--- src/hdl/sparse_table_range_min_index_assert.svh ---
// Assertion macros for the range-minimum engine RTL.
`ifndef SPARSE_TABLE_RANGE_MIN_INDEX_ASSERT_SVH
`define SPARSE_TABLE_RANGE_MIN_INDEX_ASSERT_SVH

// Check a consequent in the same cycle as its antecedent.
`define STRMI_CHK_NOW(lbl, ante, cons, msg) \
  lbl: assert property (@(posedge clk) disable iff (!rst_n) (ante) |-> (cons)) \
    else $error(msg);

// Check a consequent in the cycle after its antecedent.
`define STRMI_CHK_NEXT(lbl, ante, cons, msg) \
  lbl: assert property (@(posedge clk) disable iff (!rst_n) (ante) |=> (cons)) \
    else $error(msg);

`endif

--- src/hdl/strmi_pick.sv ---
// Shared compare unit: picks the smaller of two indexed values, ties to the second.
module strmi_pick #(
  parameter int IW = 10,
  parameter int VW = 16
) (
  input  logic [IW-1:0] idx_a,
  input  logic [IW-1:0] idx_b,
  input  logic [VW-1:0] val_a,
  input  logic [VW-1:0] val_b,
  output logic [IW-1:0] sel_idx,
  output logic [VW-1:0] sel_val
);

  logic a_less;

  // Take the first side only when strictly smaller
  assign a_less  = (val_a < val_b);
  assign sel_idx = a_less ? idx_a : idx_b;
  assign sel_val = a_less ? val_a : val_b;

endmodule

--- config.mk ---
export PLATFORM = sky130hd
export DESIGN_NAME = strmi_pick
export DESIGN_NICKNAME = d
export VERILOG_FILES = /design/src/hdl/sparse_table_range_min_index_assert.svh /design/src/hdl/strmi_pick.sv
export SDC_FILE = /design/constraint.sdc
export NUM_CORES = 1
export LEC_CHECK = 0
export BUFFER_PORTS_ARGS = -buffer_cell sky130_fd_sc_hd__buf_2
export CAP_MARGIN = 10
export CORE_MARGIN = 4
export CORE_UTILIZATION = 42
export DETAILED_ROUTE_END_ITERATION = 7
export MAX_ROUTING_LAYER = met4
export PLACE_DENSITY = 0.92
export SLEW_MARGIN = 20
export SYNTH_ARGS = -nofsm -noshare
export SYNTH_HDL_FRONTEND = slang
export SYNTH_SLANG_ARGS = --single-unit
--- constraint.sdc ---
create_clock -name vclk -period 13.7
set_clock_uncertainty 0.1 [all_clocks]
set_input_delay 4.11 -clock vclk [all_inputs]
set_output_delay 4.11 -clock vclk [all_outputs]
set_load 0.005 [all_outputs]
==> impl_metrics.tcl, run 1 <==
set metrics [dict create \
    diodes 0 \
    netlist_area_um2 807 \
    netlist_instances 80 \
    rows 15 \
    viasPerCell 4.92 \
    ctsHoldBuffers 0 \
    syn-num-nets 147 \
    timing.setup.tns_ns 0 \
    status "finished clean" \
    seq_cell_count 0 \
    seq_area_um2 0 \
    ir_worst_vdd_uv 24.6 \
    antenna_left 0 \
    core_mm2 0.00176 \
    portBuffers 78 \
    rsz0062_at_grt "no" \
    wl_um 2460 \
    clkbuf_count 0 \
    seq_area_frac_synth 0 \
    layout_commonest_cell "buf_2" \
    fmax_ghz 0.0939 \
    drv_cap 0 \
    fin_crit_ns 10.65 \
    ctsResizeCount 0 \
    cellPowerDensity_mw_per_mm2 41.6 \
    nets 225 \
    worst-setup-path-type "input pin to primary output" \
    cp-start-kind "input pin" \
    cp.arrival_ns 6.44 \
    die_w_um 51.8 \
    cp_data_required_time_ns 9.49 \
    overflow 0 \
    setup_ws_ns 3.05 \
    grt_max_degree 27 \
    yosysWarnings 0 \
    syn_area_per_cell_um2 10.1 \
    mostFrequentLayoutCells "78 x buf_2, 20 x mux2_4, 15 x inv_1, 15 x ha_1, 6 x mux2_2" \
    drc_errors 0 \
    grt_usage 0.178 \
    tightest_slew_ns 1.07 \
    hp-start "idx_a[1]" \
    drt_iter0_drc 1 \
    place_ws_ns 3.04 \
    design.die.area_mm2 0.00269 \
    crit_path_start "val_b[11]" \
    drive_above_1_share 0.686 \
    num_vias 890 \
    synthDistinctLibCells 20 \
    setup_viol 0 \
    area_growth_pct 47.3 \
    dpl.hpwl_um 2260 \
    hp-class "input pin to primary output" \
    final-hold-violation-count 0 \
    path_max_fanout 26 \
    post_cts.repair.setup_buffers 0 \
    drt-pass1-iter-count 2 \
    drv_slew 0 \
    grt_pass1_wl_um 3740 \
    routedWlPerCell_um 13.6 \
    ios 78 \
    die_h_um 51.8 \
    antenna_found_initial 0 \
    fillCellCount 169 \
    gp_congestion 0.651 \
    grt_pass1_vias 931 \
    crit_path_end_kind "primary output" \
    leakage_nw 0.724 \
    slew_headroom 0.289 \
    fin_crit_sh 0.778 \
    start_util 0.457 \
]
[worst paths after layout]
| kind | end | slack (ns) | cells past startpoint |
|---|---|---|---|
| worst max-delay path | sel_val[15] | 3.05 | 9 |
| worst min-delay path | sel_idx[1] | 8.42 | 3 |
[power by group]
group	leakage [nW]	internal, mW	switching, mW
Sequential	0	0	0
Clock	0	0	0
Combinational	0.724	0.0299	0.0196
Total	0.724	0.0299	0.0196
[cells by family after synthesis]
kind of cell               after synthesis  synth area share
buffers and inverters                   17             0.119
muxes                                   26             0.456
AOI/OAI and AO/OA                       12             0.119
and+or+nand+nor                         10            0.0729
adders and majority gates               15             0.233
[cell type report]
class              count  area [um2]  area share
multi-input cells     63         711       0.598
well taps             25        31.3      0.0263
repair buffers        78         390       0.328
inverters             15        56.3      0.0474
[critical path: stages]
cell and delay (ns):
buf_2 0.09, inv_1 0.04, ha_1 0.30, and4_4 0.24, o211ai_1 0.08, or4_1 0.56, o2111ai_4 0.46, mux2_2 0.42
buf_2 0.13
[layer usage]
| layer | global-route usage | up-vias | wire, um |
|---|---|---|---|
| met5 | - | - | 0 |
| met4 | 0 | 0 | 0 |
| met3 | 0.00860 | 0 | 158 |
| met2 | 0.404 | 39 | 1490 |
| met1 | 0.163 | 408 | 803 |
| li1 | - | 443 | - |
[Yosys cell counts]
cell type	instances	area share
mux2_4	20	0.37
ha_1	15	0.23
inv_1	15	0.070
mux2_2	6	0.084
a21oi_1	4	0.025
nand2_1	3	0.014
buf_12	2	0.050
nand3_1	2	0.012
o21ai_0	2	0.012
a2111oi_0	1	0.011
a31oi_1	1	0.0078
and4_4	1	0.014
nand2b_1	1	0.0078
nand4_1	1	0.0078
nor2b_1	1	0.0078
o2111ai_4	1	0.033
o211ai_1	1	0.0093
o21a_1	1	0.0093
o21ba_2	1	0.012
or4_1	1	0.0093
[stage by stage]
stage	instances	hold slack, ns	util	total power [mW]	instance area (um2)
3_5_place_dp	181	8.42	0.674	0.0499	1190
3_3_place_gp	181	8.41	0.674	0.0477	1190
4_1_cts	181	8.42	0.674	0.0501	1190
6_report	181	8.42	0.674	0.0494	1190
5_1_grt	181	8.43	0.674	0.0543	1190
2_1_floorplan	80	8.24	-	0.0318	807
Power figures use the tool's default switching activity.
==> inputs of run 2 (changes only) <==
ABC_AREA = 1   (was default)
CORE_UTILIZATION = 35   (was 42)
PLACE_DENSITY = 0.82   (was 0.92)
clock period = 9.8 ns   (was 13.7 ns; I/O delays follow)
==> run 2 against run 1 <==
Critical path depth up 1. Global-route usage shrank 3.1 points. Sequential share of layout area did not move. Die area increased by 16%. Flip-flop and latch count stayed put. Combinational power rose by 34%. Non-clock buffer count unchanged. Worst setup slack got worse by 1.1 ns. First-iteration DRC count increased to 25 times the previous value. Total power is 34% higher. Critical endpoint is now sel_val[5]. Largest power group unchanged.
==> impl_metrics.tcl, run 2 <==
set metrics [dict create \
    seq_area_um2 0 \
    cp-start-kind "input pin" \
    synth_top_area_share 0.308 \
    yosysWarnings 0 \
    core_mm2 0.00219 \
    netlist_area_um2 803 \
    grt_usage 0.147 \
    antenna_found_initial 0 \
    worst-setup-path-type "input pin to primary output" \
    leakage_nw 0.842 \
    tightest_slew_ns 0.694 \
    ir_worst_vdd_uv 31.7 \
    nets 291 \
    ios 78 \
    p_clk_frac 0 \
    synth_most_common_cell "nand2_1" \
    syn_area_per_cell_um2 5.36 \
    overflow 0 \
    hp-class "input pin to primary output" \
    slew_headroom 0.536 \
    final_area_mm2 0.00118 \
    mostFrequentLayoutCells "78 x buf_2, 66 x nand2_1, 26 x nand3_1" \
    ctsHoldBuffers 0 \
    drive_above_1_share 0.378 \
    drv_cap 0 \
    final-hold-violation-count 0 \
    antenna_left 0 \
    post-place-cells 250 \
    grt_max_degree 28 \
    grt_pass1_vias 1019 \
    drt_iter0_drc 25 \
    portBuffers 78 \
    seq_area_frac_synth 0 \
    cp_data_required_time_ns 6.76 \
    power_uw 66.4 \
    cellPowerDensity_mw_per_mm2 56.2 \
    switching_power_uw 35.0 \
    syn-num-nets 217 \
    drt-pass1-iter-count 4 \
    p_int_uw 31.3 \
    netlist_instances 150 \
    place_ws_ns 1.90 \
    layout_commonest_cell "buf_2" \
    fin_cells 250 \
    seqPwrFrac 0 \
    hold_ws_ns 6.03 \
    final_core_util 0.539 \
    setup_viol 0 \
    ctsResizeCount 0 \
    synth_common_cells "66 x nand2_1, 26 x nand3_1, 20 x inv_1" \
    rows 17 \
    post_cts.repair.setup_buffers 0 \
    seq_cell_count 0 \
    routedWlPerCell_um 9.44 \
    status "finished clean" \
    num_vias 1145 \
    yosysTopAreaCell "nand2_1" \
    setup_ws_ns 1.91 \
    crit_path_end_kind "primary output" \
    gp_congestion 0.758 \
    viasPerCell 4.58 \
    rsz0062_at_grt "no" \
    clkbuf_count 0 \
    fin_crit_ns 7.89 \
    synthDistinctLibCells 16 \
    wl_um 2360 \
    comb_power_share 1.000 \
    crit_path_start "val_b[11]" \
    grt_pass1_wl_um 4000 \
    drc_errors 0 \
    dpl.hpwl_um 1960 \
    cp.arrival_ns 4.85 \
    timing.setup.tns_ns 0 \
    fin_crit_sh 0.805 \
    synth.top_cells.by_area "nand2_1 31%, ha_1 23%, nand3_1 16%, inv_1 9.3%, a21oi_1 3.7%" \
    path_max_fanout 27 \
    area_growth_pct 47.0 \
    drv_slew 0 \
    die_h_um 55.9 \
    placed_cell_area_mm2 0.00118 \
    fmax_ghz 0.127 \
    start_util 0.367 \
    crit_end "sel_val[5]" \
    diodes 0 \
    design.die.area_mm2 0.00313 \
    power.share.switching 0.528 \
    die_w_um 55.9 \
]
## run 2: kinds of logic (layout without fill, tap and decap cells)
| group | Yosys count | after routing | share of synthesized area |
|---|---|---|---|
| simple gates | 99 | 99 | 0.539 |
| buf+inv | 27 | 99 | 0.157 |
| fa+ha+maj | 15 | 15 | 0.234 |
| compound gates | 9 | 9 | 0.0701 |
## run 2: worst min path at each step
stage                   from          to  slack [ns]  cells past startpoint
finish              idx_b[5]  sel_idx[5]        6.03                      4
global route        idx_b[9]  sel_idx[9]        6.06                      4
CTS                 idx_b[3]  sel_idx[3]        6.04                      4
detailed placement  idx_b[3]  sel_idx[3]        6.04                      4
global placement    idx_b[2]  sel_idx[2]        6.03                      4
floorplan           idx_b[0]  sel_idx[0]        5.87                      2
## run 2: metal layers
layer	up-vias	routed length, um	track usage
met5	-	0	-
met4	0	0	0
met3	0	259	0.0255
met2	47	1090	0.274
met1	474	1010	0.176
li1	624	-	-
## run 2: critical path: stages
cell and delay, ns:
buf_2 0.09, inv_1 0.04, ha_1 0.28, a21oi_1 0.15, o21ai_1 0.13, a21oi_4 0.59, nand2_4 0.31, nand2_1 0.13
nand2_1 0.06, buf_2 0.12
## run 2: final cells by class
class,count,area [um2]
fill,253,1010
tap,28,35.0
inverter,21,78.8
multi-input combinational,123,677
timing repair buffer,78,390
## run 2: power by group through the flow
stage	registers [mW]	logic (mW)	clock network [mW]
2_1_floorplan	0	0.0402	0
3_3_place_gp	0	0.0664	0
3_5_place_dp	0	0.0670	0
4_1_cts	0	0.0674	0
5_1_grt	0	0.0766	0
6_report	0	0.0664	0
==> inputs of run 3 (changes only) <==
ABC_AREA = 0   (was 1)
CORE_UTILIZATION = 39   (was 35)
PLACE_DENSITY = 0.86   (was 0.82)
clock period = 7.3 ns   (was 9.8 ns; I/O delays follow)
==> run 3 against run 2 <==
Routed wire length decreased by 2.9%. Cell count fell by 27%. Total power increased by 39%. Flip-flop and latch count stayed put. Critical path depth shrank 1.
==> impl_metrics.tcl, run 3 (synthesized netlist as in run 1, its figures left out) <==
set metrics [dict create \
    status "finished clean" \
    setup_viol 0 \
    grt_pass1_vias 833 \
    dpl.hpwl_um 2110 \
    ctsHoldBuffers 0 \
    drv_slew 0 \
    ios 78 \
    mostFrequentLayoutCells "78 x buf_2, 20 x mux2_4, 15 x inv_1, 15 x ha_1, 6 x mux2_2" \
    cp_data_required_time_ns 5.01 \
    antenna_found_initial 0 \
    seq_cell_count 0 \
    tightest_slew_ns 1.08 \
    drive_above_1_share 0.686 \
    drv_cap 0 \
    grt_pass1_wl_um 3300 \
    timing.setup.tns_ns 0 \
    hp-class "input pin to primary output" \
    viasPerCell 4.70 \
    fillCellCount 189 \
    worst-setup-path-type "input pin to primary output" \
    clkbuf_count 0 \
    place_ws_ns 0.500 \
    cellPowerDensity_mw_per_mm2 77.5 \
    drc_errors 0 \
    grt_max_degree 27 \
    final-hold-violation-count 0 \
    portBuffers 78 \
    leakage_nw 0.724 \
    gp_congestion 0.714 \
    design.die.area_mm2 0.00286 \
    slew_headroom 0.283 \
    routedWlPerCell_um 12.5 \
    nets 225 \
    drt_iter0_drc 0 \
    seq_area_um2 0 \
    ir_worst_vdd_uv 41.3 \
    fmax_ghz 0.147 \
    rsz0062_at_grt "no" \
    setup_ws_ns 0.500 \
    crit_path_end_kind "primary output" \
    rows 16 \
    path_max_fanout 26 \
    grt_usage 0.151 \
    core_mm2 0.00196 \
    die_w_um 53.5 \
    cp.arrival_ns 4.51 \
    antenna_left 0 \
    drt-pass1-iter-count 1 \
    start_util 0.411 \
    die_h_um 53.5 \
    wl_um 2290 \
    num_vias 861 \
    cp-start-kind "input pin" \
    post_cts.repair.setup_buffers 0 \
    ctsResizeCount 0 \
    fin_crit_ns 6.80 \
    overflow 0 \
    layout_commonest_cell "buf_2" \
    area_growth_pct 47.6 \
    diodes 0 \
    fin_crit_sh 0.932 \
]
==> run 3: cell types whose count changed in the layout (fill, tap and decap cells not counted), sizes merged, moves of 2 or more <==
| cell | delta |
|---|---|
| a21oi | -3 |
| inv | -6 |
| mux2 | +26 |
| nand2 | -65 |
| nand3 | -25 |
| nor2 | -2 |
| nor3 | -2 |
==> run 3: worst paths after layout <==
path	startpoint	endpoint	cells past startpoint
max	val_b[11]	sel_val[15]	9
min	idx_a[6]	sel_idx[6]	3
==> run 3: metrics by stage <==
stage	area (um2)	utilization	hold slack [ns]	std cells	total power, mW
after CTS	1190	0.607	4.57	183	0.0937
after floorplan	807	-	4.40	80	0.0597
after global routing	1190	0.607	4.58	183	0.102
after global placement	1190	0.607	4.57	183	0.0899
final	1190	0.607	4.57	183	0.0924
after detailed placement	1190	0.607	4.57	183	0.0934
==> run 3: power by group <==
group          leakage (nW)  switching, mW  internal [mW]
combinational         0.724         0.0364         0.0560
clock                     0              0              0
sequential                0              0              0
total                 0.724         0.0364         0.0560
==> run 3: critical path, stage by stage <==
cell,delay [ns]
buf_2,0.09
inv_1,0.04
ha_1,0.30
and4_4,0.23
o211ai_1,0.08
or4_1,0.56
o2111ai_4,0.46
mux2_2,0.42
buf_2,0.13
==> run 3: routing by layer <==
layer	GRT usage	share of wire
met1	0.160	0.36
met3	0	0.069
met5	-	0
met2	0.320	0.57
met4	0	0
==> run 3: layout make-up <==
cell class	count	area, um2	area share
inverter	15	56.3	0.0473
multi-input combinational	63	711	0.597
tap	27	33.8	0.0284
timing repair buffer	78	390	0.328
